`config.mk`:
```
export PLATFORM = sky130hd
export DESIGN_NAME = duration_string_to_seconds_top_flat
export DESIGN_NICKNAME = d
export VERILOG_FILES = /design/src/rtl/dsts_pkg.sv /design/src/rtl/dsts_if.sv /design/src/rtl/duration_string_to_seconds_top.sv /design/src/flat_wrapper.sv
export SDC_FILE = /design/constraint.sdc
export NUM_CORES = 2
export LEC_CHECK = 0
export ABC_AREA = 1
export BUFFER_PORTS_ARGS = -buffer_cell sky130_fd_sc_hd__buf_4
export CORE_MARGIN = 2
export CORE_UTILIZATION = 40
export CTS_BUF_LIST = sky130_fd_sc_hd__clkbuf_8
export DETAILED_ROUTE_END_ITERATION = 7
export GPL_TIMING_DRIVEN = 0
export HOLD_SLACK_MARGIN = 0.12
export PLACE_DENSITY = 0.6
export SETUP_SLACK_MARGIN = 0.4
export SLEW_MARGIN = 20
export SYNTH_ARGS = -nofsm -noshare
export SYNTH_HDL_FRONTEND = slang
export SYNTH_SLANG_ARGS = --single-unit
```
`constraint.sdc`:
```
create_clock -name clk -period 8.5 [get_ports clk]
set_input_delay 0.425 -clock clk [delete_from_list [all_inputs] [get_ports clk]]
set_output_delay 0.425 -clock clk [all_outputs]
set_load 0.01 [all_outputs]
```
`src/rtl/dsts_pkg.sv`:
```
`default_nettype none
package dsts_pkg;

  localparam int CHAR_W       = 8;
  localparam int TOTAL_W      = 63;
  localparam int VALUE_BITS_D = 63;
  localparam int SCALE_W      = 20;
  localparam int DIGIT_W      = 4;

  typedef enum logic [2:0] {
    PH_IDLE,
    PH_LEAD,
    PH_SIGNED,
    PH_DIGITS,
    PH_BOUNDARY
  } phase_t;

  localparam logic [CHAR_W-1:0] CH_SPACE = 8'h20;
  localparam logic [CHAR_W-1:0] CH_TAB   = 8'h09;
  localparam logic [CHAR_W-1:0] CH_CR    = 8'h0d;
  localparam logic [CHAR_W-1:0] CH_PLUS  = 8'h2b;
  localparam logic [CHAR_W-1:0] CH_MINUS = 8'h2d;
  localparam logic [CHAR_W-1:0] CH_ZERO  = 8'h30;
  localparam logic [CHAR_W-1:0] CH_NINE  = 8'h39;

  localparam logic [SCALE_W-1:0] SECONDS = 20'd1;
  localparam logic [SCALE_W-1:0] MINUTES = SECONDS * 20'd60;
  localparam logic [SCALE_W-1:0] HOURS   = MINUTES * 20'd60;
  localparam logic [SCALE_W-1:0] DAYS    = HOURS * 20'd24;
  localparam logic [SCALE_W-1:0] WEEKS   = DAYS * 20'd7;

  // Zero marks a letter that is not a unit.
  function automatic logic [SCALE_W-1:0] unit_scale(input logic [CHAR_W-1:0] c);
    logic [SCALE_W-1:0] s;
    case (c)
      8'h73, 8'h53: s = SECONDS;
      8'h6d, 8'h4d: s = MINUTES;
      8'h68, 8'h48: s = HOURS;
      8'h64, 8'h44: s = DAYS;
      8'h77, 8'h57: s = WEEKS;
      default:      s = '0;
    endcase
    return s;
  endfunction

  function automatic logic is_ws(input logic [CHAR_W-1:0] c);
    return (c == CH_SPACE) || (c >= CH_TAB && c <= CH_CR);
  endfunction

endpackage
`default_nettype wire

```
`src/rtl/dsts_if.sv`:
```
`default_nettype none
interface dsts_in_if;
  logic                         valid;
  logic                         ready;
  logic [dsts_pkg::CHAR_W-1:0]  character;
  logic                         end_of_string;

  modport source (output valid, output character, output end_of_string, input ready);
  modport sink   (input valid, input character, input end_of_string, output ready);
endinterface

interface dsts_out_if;
  logic                         valid;
  logic                         ready;
  logic [dsts_pkg::TOTAL_W-1:0] total_seconds;
  logic                         invalid;

  modport source (output valid, output total_seconds, output invalid, input ready);
  modport sink   (input valid, input total_seconds, input invalid, output ready);
endinterface
`default_nettype wire

```
`src/rtl/duration_string_to_seconds_top.sv`:
```
`default_nettype none
// Channel   Modport  Payload                         Moves
// in_chan   sink     character[7:0], end_of_string   one string byte, or the terminator
// out_chan  source   total_seconds[62:0], invalid    one result per terminator
//
// One item per cycle while in_chan.ready is high: each byte updates the parse state in the cycle it is taken.
// The terminator's result appears in the output register in the next cycle; the
// critical path is a constant unit multiply followed by the total add.
// rst_n (synchronous) returns the parser to an empty string and drops any result.
// in_chan.ready falls only while a result sits in the output register and
// out_chan.ready is low.
module duration_string_to_seconds_top #(
  parameter int VALUE_BITS = dsts_pkg::VALUE_BITS_D
) (
  input  wire logic   clk,
  input  wire logic   rst_n,
  dsts_in_if.sink     in_chan,
  dsts_out_if.source  out_chan
);

  localparam int VB = VALUE_BITS;
  localparam int TW = dsts_pkg::TOTAL_W;
  localparam int PW = VB + dsts_pkg::SCALE_W;
  localparam int AW = VB + dsts_pkg::DIGIT_W;
  localparam logic [VB-1:0] MAXV = '1;

  dsts_pkg::phase_t phase_r, phase_nxt;
  logic [VB-1:0]    seg_val_r, seg_val_nxt;
  logic             seg_neg_r, seg_neg_nxt;
  logic             seg_ovf_r, seg_ovf_nxt;
  logic [VB-1:0]    total_r, total_nxt;
  logic             err_r, err_nxt;

  logic             out_valid_r, out_valid_nxt;
  logic [TW-1:0]    out_total_r, out_total_nxt;
  logic             out_invalid_r, out_invalid_nxt;

  logic                              in_accept;
  logic [dsts_pkg::CHAR_W-1:0]       c;
  logic                              is_digit;
  logic [dsts_pkg::DIGIT_W-1:0]      digit;
  logic [dsts_pkg::SCALE_W-1:0]      letter_scale;
  logic [dsts_pkg::SCALE_W-1:0]      sel_scale;
  logic [PW-1:0]                     prod;
  logic [VB:0]                       sum;
  logic                              fin_ok;
  logic [AW-1:0]                     acc;
  logic                              acc_ovf;
  logic                              ok;

  assign in_chan.ready = !out_valid_r || out_chan.ready;
  assign in_accept     = in_chan.valid && in_chan.ready;
  assign c             = in_chan.character;

  assign is_digit     = (c >= dsts_pkg::CH_ZERO) && (c <= dsts_pkg::CH_NINE);
  assign digit        = dsts_pkg::DIGIT_W'(c - dsts_pkg::CH_ZERO);
  assign letter_scale = dsts_pkg::unit_scale(c);
  assign sel_scale    = in_chan.end_of_string ? dsts_pkg::SECONDS : letter_scale;

  // Close the segment: scale by a constant per unit, then add to the running total.
  always_comb begin
    case (sel_scale)
      dsts_pkg::MINUTES: prod = PW'(seg_val_r) * PW'(dsts_pkg::MINUTES);
      dsts_pkg::HOURS:   prod = PW'(seg_val_r) * PW'(dsts_pkg::HOURS);
      dsts_pkg::DAYS:    prod = PW'(seg_val_r) * PW'(dsts_pkg::DAYS);
      dsts_pkg::WEEKS:   prod = PW'(seg_val_r) * PW'(dsts_pkg::WEEKS);
      default:           prod = PW'(seg_val_r);
    endcase
  end

  assign sum    = {1'b0, total_r} + {1'b0, prod[VB-1:0]};
  assign fin_ok = !seg_ovf_r && !(seg_neg_r && (seg_val_r != '0)) &&
                  !(|prod[PW-1:VB]) && !sum[VB];

  // Next digit: value * 10 + d as shifts and adds.
  assign acc     = (AW'(seg_val_r) << 3) + (AW'(seg_val_r) << 1) + AW'(digit);
  assign acc_ovf = seg_ovf_r || (|acc[AW-1:VB]);

  always_comb begin
    phase_nxt       = phase_r;
    seg_val_nxt     = seg_val_r;
    seg_neg_nxt     = seg_neg_r;
    seg_ovf_nxt     = seg_ovf_r;
    total_nxt       = total_r;
    err_nxt         = err_r;
    out_total_nxt   = out_total_r;
    out_invalid_nxt = out_invalid_r;
    out_valid_nxt   = out_valid_r && !out_chan.ready;
    ok              = 1'b0;

    if (in_accept) begin
      if (in_chan.end_of_string) begin
        case (phase_r)
          dsts_pkg::PH_DIGITS:   ok = !err_r && fin_ok;
          dsts_pkg::PH_BOUNDARY: ok = !err_r;
          default:               ok = 1'b0;
        endcase
        out_valid_nxt   = 1'b1;
        out_invalid_nxt = !ok;
        if (!ok) begin
          out_total_nxt = '0;
        end else if (phase_r == dsts_pkg::PH_DIGITS) begin
          out_total_nxt = TW'(sum[VB-1:0]);
        end else begin
          out_total_nxt = TW'(total_r);
        end
        // Start the next string from scratch.
        phase_nxt   = dsts_pkg::PH_IDLE;
        seg_val_nxt = '0;
        seg_neg_nxt = 1'b0;
        seg_ovf_nxt = 1'b0;
        total_nxt   = '0;
        err_nxt     = 1'b0;
      end else if (!err_r) begin
        if (phase_r == dsts_pkg::PH_DIGITS) begin
          if (is_digit) begin
            seg_val_nxt = acc_ovf ? MAXV : acc[VB-1:0];
            seg_ovf_nxt = acc_ovf;
          end else if ((letter_scale != '0) && fin_ok) begin
            total_nxt   = sum[VB-1:0];
            seg_val_nxt = '0;
            seg_neg_nxt = 1'b0;
            seg_ovf_nxt = 1'b0;
            phase_nxt   = dsts_pkg::PH_BOUNDARY;
          end else begin
            err_nxt = 1'b1;
          end
        end else if (is_digit) begin
          seg_val_nxt = VB'(digit);
          seg_ovf_nxt = 1'b0;
          phase_nxt   = dsts_pkg::PH_DIGITS;
        end else if ((phase_r != dsts_pkg::PH_SIGNED) && dsts_pkg::is_ws(c)) begin
          phase_nxt = dsts_pkg::PH_LEAD;
        end else if ((phase_r != dsts_pkg::PH_SIGNED) &&
                     ((c == dsts_pkg::CH_PLUS) || (c == dsts_pkg::CH_MINUS))) begin
          seg_neg_nxt = (c == dsts_pkg::CH_MINUS);
          phase_nxt   = dsts_pkg::PH_SIGNED;
        end else begin
          err_nxt = 1'b1;
        end
      end
    end
  end

  always_ff @(posedge clk) begin
    if (!rst_n) begin
      phase_r     <= dsts_pkg::PH_IDLE;
      seg_val_r   <= '0;
      seg_neg_r   <= 1'b0;
      seg_ovf_r   <= 1'b0;
      total_r     <= '0;
      err_r       <= 1'b0;
      out_valid_r <= 1'b0;
    end else begin
      phase_r     <= phase_nxt;
      seg_val_r   <= seg_val_nxt;
      seg_neg_r   <= seg_neg_nxt;
      seg_ovf_r   <= seg_ovf_nxt;
      total_r     <= total_nxt;
      err_r       <= err_nxt;
      out_valid_r <= out_valid_nxt;
    end
  end

  always_ff @(posedge clk) begin
    out_total_r   <= out_total_nxt;
    out_invalid_r <= out_invalid_nxt;
  end

  assign out_chan.valid         = out_valid_r;
  assign out_chan.total_seconds = out_total_r;
  assign out_chan.invalid       = out_invalid_r;

  a_end_gives_result: assert property (@(posedge clk) disable iff (!rst_n)
    in_accept && in_chan.end_of_string |=> out_valid_r)
    else $error("terminator did not load a result");

  a_end_clears_state: assert property (@(posedge clk) disable iff (!rst_n)
    in_accept && in_chan.end_of_string |=>
      phase_r == dsts_pkg::PH_IDLE && total_r == '0 && !err_r)
    else $error("parser not cleared after terminator");

  a_invalid_zero: assert property (@(posedge clk) disable iff (!rst_n)
    out_valid_r && out_invalid_r |-> out_total_r == '0)
    else $error("invalid result carries a nonzero total");

  a_error_freezes_total: assert property (@(posedge clk) disable iff (!rst_n)
    err_r && !(in_accept && in_chan.end_of_string) |=> $stable(total_r) && err_r)
    else $error("total changed after an error");

  a_overflow_saturates: assert property (@(posedge clk) disable iff (!rst_n)
    seg_ovf_r |-> seg_val_r == MAXV)
    else $error("overflowed segment not saturated");

endmodule
`default_nettype wire

```
`src/flat_wrapper.sv`:
```
// flat-port wrapper written by rule: the top's interface ports become plain ports
module duration_string_to_seconds_top_flat 
#(
  parameter int VALUE_BITS = dsts_pkg::VALUE_BITS_D
)
  (clk, rst_n, in_chan_valid, in_chan_character, in_chan_end_of_string, in_chan_ready, out_chan_valid, out_chan_total_seconds, out_chan_invalid, out_chan_ready);
  dsts_in_if in_chan_i ();
  dsts_out_if out_chan_i ();
  input  wire logic clk;
  input  wire logic rst_n;
  input wire logic [$bits(in_chan_i.valid)-1:0] in_chan_valid;
  input wire logic [$bits(in_chan_i.character)-1:0] in_chan_character;
  input wire logic [$bits(in_chan_i.end_of_string)-1:0] in_chan_end_of_string;
  output wire logic [$bits(in_chan_i.ready)-1:0] in_chan_ready;
  output wire logic [$bits(out_chan_i.valid)-1:0] out_chan_valid;
  output wire logic [$bits(out_chan_i.total_seconds)-1:0] out_chan_total_seconds;
  output wire logic [$bits(out_chan_i.invalid)-1:0] out_chan_invalid;
  input wire logic [$bits(out_chan_i.ready)-1:0] out_chan_ready;
  assign in_chan_i.valid = in_chan_valid;
  assign in_chan_i.character = in_chan_character;
  assign in_chan_i.end_of_string = in_chan_end_of_string;
  assign in_chan_ready = in_chan_i.ready;
  assign out_chan_valid = out_chan_i.valid;
  assign out_chan_total_seconds = out_chan_i.total_seconds;
  assign out_chan_invalid = out_chan_i.invalid;
  assign out_chan_i.ready = out_chan_ready;
  duration_string_to_seconds_top #(.VALUE_BITS(VALUE_BITS)) u_core (.clk(clk), .rst_n(rst_n), .in_chan(in_chan_i), .out_chan(out_chan_i));
endmodule
```
# After elaboration in Yosys (flattened, before gate mapping)
# Index checks and enable logic that the tools add are counted.
# Widths: inputs -> output; s select.
[totals] regBits=197
[classes] muxes=50 addsub=4 mul=4 magnitude_cmp=4 n_eq_ne=25 n_reduce_logical=44
[op_table] op="$mux 63" count=13
[op_table] op="$pmux 83 s4" count=1
[op_table] op="$pmux 20 s5" count=1
[op_table] op="$eq 8x7->1 const B" count=10
[op_table] op="$mul 63x13->76 const B" count=1
[op_table] op="$mul 63x10->73 const B" count=1
[op_table] op="$mul 63x8->71 const B" count=1
[op_table] op="$add 66x64->67" count=1
[op_table] op="$add 67x4->67" count=1
[op_table] op="$mul 63x4->67 const B" count=1
[op_table] op="$add 63x63->64" count=1
[op_table] op="$reduce_bool 63->1" count=1
[op_table] op="$mux 1" count=25
[op_table] op="$eq 8x6->1 const B" count=3
[op_table] op="$mux 3" count=8
[op_table] op="$eq 20x12->1 const B" count=1
[op_table] op="$eq 20x17->1 const B" count=1
[op_table] op="$eq 20x20->1 const B" count=1
[op_table] op="$eq 20x6->1 const B" count=1
[op_table] op="$mux 20" count=1
[op_table] op="$reduce_bool 20->1" count=1
[op_table] op="$reduce_or 20->1" count=1
[op_table] op="$logic_and 1x1->1" count=12
[op_table] op="$reduce_and 5->1" count=2
[op_table] op="other kinds (21)" count=41

# Depth between registers and ports, before layout
[depth] depth_word=16 mapped_depth=47 mapped_depth_nobuf=45

# Worst setup path after synthesis
# Ideal clock, no wire load.
[synth_path] kind="register -> register" from="register u_core.seg_val_r[20]" to="register u_core.seg_val_r[11]" synth_period_minus_slack_ns=7.021 setup_slack_ns=1.479 path_stages_with_launch=38 setup_ns=0.113 t_required_ns=8.387 arrival_time_ns=6.908 cell_sequence="dfxtp_1 > fa_1 > ha_1 > inv_1 > fa_1 > inv_1 > fa_1 > inv_1 > fa_1 > inv_1 > ha_1 > nand2_1 > inv_1 > nand2_1 > nand3_1 > a21oi_1 > nand3_2 > nand2_1 > [2 not listed] > or2_2 > a31oi_1 > a22oi_1 > ha_1 > a21oi_1 > inv_1 > a21oi_1 > o21ai_0 > a211oi_1 > nand2_1 > nor2_1 > nand4_4 > nand3_4 > nand3_4 > buf_6 > buf_2 > nor2_1 > nor2_1"
[synth_via] elab_chain_len=9 word_cells_on_any_way=27
[synth_rtl] element="from (decl)" line_no="duration_string_to_seconds_top.sv:28" text="logic [VB-1:0] seg_val_r, seg_val_nxt;"
[synth_rtl] element="from (signal assigned)" line_no="duration_string_to_seconds_top.sv:156" text="seg_val_r <= seg_val_nxt;"
[synth_rtl] element="branches (longest 9 deep; another with $mul 63x4->67)"
# Several ways; the timed one is not identified. The select of a mux whose other input is x is not followed.
# A chain may end at the register's enable or synchronous reset.

# Worst setup path in the final report
[layout_path] from="input port in_chan_character[7]" to="register u_core.out_total_r[37] (netlist: u_core.out_chan.total_seconds[37]) (data pin)"
[layout_via] elab_chain_len=14 word_cells_on_any_way=33
[layout_rtl] element="from (decl)" line_no="flat_wrapper.sv:12" text="input wire logic [$bits(in_chan_i.character)-1:0] in_chan_character;"
[layout_rtl] element="$eq 8x7->1" line_no="dsts_pkg.sv:35" text="case (c)"
[layout_rtl] element="$reduce_or 2->1" line_no="dsts_pkg.sv:35"
[layout_rtl] element="$pmux 20 s5 (*)" line_no="dsts_pkg.sv:35"
[layout_rtl] element="$mux 20 (*)" line_no="duration_string_to_seconds_top.sv:58" text="assign sel_scale = in_chan.end_of_string ? dsts_pkg::SECONDS : letter_scale;"
[layout_rtl] element="$eq 20x20->1, or another cell as far along" line_no="duration_string_to_seconds_top.sv:62" text="case (sel_scale)"
[layout_rtl] element="$pmux 83 s4 (*)" line_no="duration_string_to_seconds_top.sv:62"
[layout_rtl] element="branches (longest 8 deep; another with $add 63x63->64)"
[layout_rtl] element="to (signal assigned)" line_no="duration_string_to_seconds_top.sv:166" text="out_total_r <= out_total_nxt;"
[layout_rtl] element="to (decl)" line_no="duration_string_to_seconds_top.sv:35" text="logic [TW-1:0] out_total_r, out_total_nxt;"
# Mark *: on every way between the ends. The select of a mux whose other input is x is not followed.

==> flow_summary.toml <==
[outcome]
outcome = "finished clean"

[floorplan]
die_y_um = 396
start_util_pct = 40.4
die_w_um = 396
core_sq_um = 152000
rows = 143
ios = 79
die-area_sq_um = 157000

[critical_path]
cp-end-kind = "register"
required_ns = 9.04
worstPathArrival_ns = 8.94
crit_fanout = 11
path_buf_inv = 8
critPathMaxStageDelay_ns = 0.96
worst-setup-path-type = "input pin to register"
crit_family = "compound AO/OA/AOI/OAI gates"
crit_top_cell = "nor2_1"
cp_slowest_cell = "clkinv_1"
cp-start-kind = "input pin"

[logic_synthesis]
ys_types = 59
yosys_warnings = 0
synth_edf_count = 64
synthArstFlopShare_pct = 0
yosysMostFrequentCell = "nand2_1"
synth_top_area_share_pct = 19.3
yosys_register_bits = 197
synth_area_leader_cell = "fa_1"
synthTopCellsByArea = "fa_1 19%, ha_1 16%, nand2_1 15%"
synth_cells = 9629
seq_area_frac_synth_pct = 7.45
syn_area_sq_um = 61500
synth_common_cells = "2533 x nand2_1, 2224 x inv_1, 885 x nor2_1"
syn_avg_cell_area_sq_um = 6.39
synth_nets = 11000
synthFlopType = "dfxtp_1"

[drt]
drtPass1Iterations = 8
num_vias = 68100
avgRoutedWirePerCell_um = 28.5
via_per_inst = 5.62
drcViolationCount = 0
drtAntennaViolNets = 0
drt_wl_total_um = 346000
drt_iter0_drc = 7754

[place]
portBuffers = 76
dp_cells = 11700
dpl.hpwl_um = 295000
place_congestion = 1.12

[clocking]
cts_sinks = 197
cts_buffer_depth = 2
cts_buffers = 17
path_clk_slew_ns = 0.18
clockRootBuffer = "clkbuf_8"
cts_tree = "yes"
cts_max_level = 4
worstSkewPairLatency_ns = 0.71

[global_route]
grt_use_met2_pct = 65.4
grt_use_total_pct = 42.9
grt_pass1_vias = 64200
antenna_found_initial = 23
busiest_layer = "met2"
gr-total-overflow = 0
grtUsageMet3_pct = 7.62
grt_max_degree = 31
met1_usage_pct = 53.4
grt_pass1_wl_um = 474000

[power]
combPwrFrac_pct = 78.1
power_frac_seq_pct = 12.9
p_leak_nw = 39.4
switching_share_pct = 58.7
p_int_mw = 3.52
p_sw_mw = 5.01
cellPowerDensity_nw_per_um2 = 117
irDropWorstVdd_uv = 102
clock_power_share_pct = 9.0
p_total_mw = 8.53

[timing]
fin_hold_ws_ns = 0.253
hold_viol = 0
relSlewSlack_pct = 10.2
finClkSkew_ns = 0.0657
rsz0062_at_grt = "true"
maxSlewViolCount = 0
period_share_pct = 98.8
worstMarginPinSlew_ns = 1.35
finalCriticalPeriod_ns = 8.40
setup_viol = 0
max_freq_mhz = 119

[cells_and_area]
nets = 11500
area_delta_synth_final_pct = 18.9
stdcell_count = 12100
drive_gt1_share_pct = 15.0

[flow_run]
drv_cap = 0

[min_path]
hp-class = "input pin to register"
## per-stage QoR
stage,setup TNS (ns),cell area [sq um],setup slack [ns],utilization (%)
6_report,0,73200,0.101,48.0
4_1_cts,0,69200,0.279,45.4
3_5_place_dp,-436.35,64800,-2.48,42.5
2_1_floorplan,0,61500,1.48,-
5_1_grt,0,73200,0.170,48.0
3_3_place_gp,-445.73,64700,-2.49,42.4
## flip-flops by register name, summed over array words and instances (netlist names)
| name | flops |
|---|---|
| u_core.seg_val_r | 63 |
| u_core.out_chan.total_seconds | 63 |
| u_core.phase_r | 3 |
| u_core.seg_neg_r | 1 |
| u_core.seg_ovf_r | 1 |
| u_core.out_chan.valid | 1 |
| u_core.out_chan.invalid | 1 |
| u_core.err_r | 1 |
| u_core.total_r | 63 |
## repair_timing
item | in CTS | in global routing
setup endpoints to repair | 196 | 196
pin swaps | 77 | 139
setup buffers | 167 | 160
hold buffers | 1 | 0
hold endpoints to repair | 1 | 0
resized for setup | 658 | 590
gates cloned | 0 | 5
## routing by layer
layer,routed length [um],part of all wire (%)
met1,133000,39
met2,146000,42
met3,31600,9.1
met4,34900,10
met5,173,0.050
## cell usage in the layout, fill, tap and decap left out, types with 33 or more instances in the layout
master | netlist | routed
edfxtp_1 | 64 | 64
ha_4 | 0 | 90
xor2_1 | 95 | 85
nor2_1 | 885 | 775
ha_1 | 805 | 642
inv_1 | 2224 | 2170
ha_2 | 0 | 73
buf_4 | 0 | 376
o21ai_0 | 332 | 284
nand2_4 | 0 | 33
nor2_2 | 9 | 51
nor2_4 | 0 | 68
or2_2 | 122 | 122
clkbuf_1 | 96 | 72
dfxtp_1 | 133 | 70
nand4_1 | 135 | 135
nand3_1 | 296 | 248
fa_1 | 592 | 574
nand2_1 | 2533 | 2389
a21oi_2 | 0 | 55
inv_2 | 11 | 44
nand2_2 | 4 | 113
o21bai_1 | 57 | 44
a31oi_1 | 67 | 48
nand3_2 | 7 | 35
a21oi_1 | 688 | 613
xnor2_1 | 65 | 60
nor3_1 | 77 | 61
dfxtp_4 | 0 | 55
## worst paths after layout
kind	startpoint	endpoint	depth (start not counted)	slack [ns]
worst max-delay path	in_chan_character[7]	u_core.out_chan.total_seconds[37]$_SDFFCE_PN0P_	27	0.10
worst min-delay path	in_chan_valid	u_core.err_r$_SDFFE_PN0P_	5	0.25
worst max register to register	u_core.seg_val_r[7]$_SDFFE_PN0P_	u_core.seg_val_r[43]$_SDFFE_PN0P_	35	0.25
worst min register to register	u_core.total_r[2]$_SDFFE_PN0P_	u_core.total_r[2]$_SDFFE_PN0P_	2	0.50
## cells by family (layout without fill, tap and decap cells)
group / Yosys count / in the layout / share of synthesized area [%]
and+or+nand+nor: 4161 / 4162 / 27.9
buffers and inverters: 2368 / 2816 / 14.5
adders and majority gates: 1397 / 1397 / 35.6
AOI/OAI and AO/OA: 1346 / 1346 / 12.3
DFF: 197 / 197 / 7.45
xor gates and xnor gates: 160 / 160 / 2.28
other: 0 / 9 / 0
## worst register-to-register path: cells and delay by family, from the launching register on
kind / cells / cell delay [ns]
buffers and inverters: 7 / 0.91
AND/OR/NAND/NOR: 15 / 2.71
flip-flops: 1 / 0.45
AO/OA/AOI/OAI: 6 / 1.18
adder cells (fa/ha/maj): 7 / 2.90
## power by group through the flow
stage | clock network (mW) | logic [mW] | registers [mW]
final | 0.767 | 6.66 | 1.10
after global routing | 0.794 | 7.10 | 1.11
after CTS | 0.768 | 5.91 | 1.11
after detailed placement | 0 | 5.36 | 1.17
after global placement | 0 | 5.34 | 1.17
after floorplan | 0 | 3.36 | 1.11
## layout make-up
type | instances | area [sq um]
antenna | 9 | 22.5
buffer | 128 | 681
clock buffer | 17 | 234
clock inverter | 15 | 189
fill | 16200 | 79300
inverter | 2240 | 8490
multi-input combinational | 7065 | 52700
sequential | 197 | 4800
tap | 2030 | 2540
timing repair buffer | 416 | 3580
Note: power is estimated with default switching activity, not from simulation.
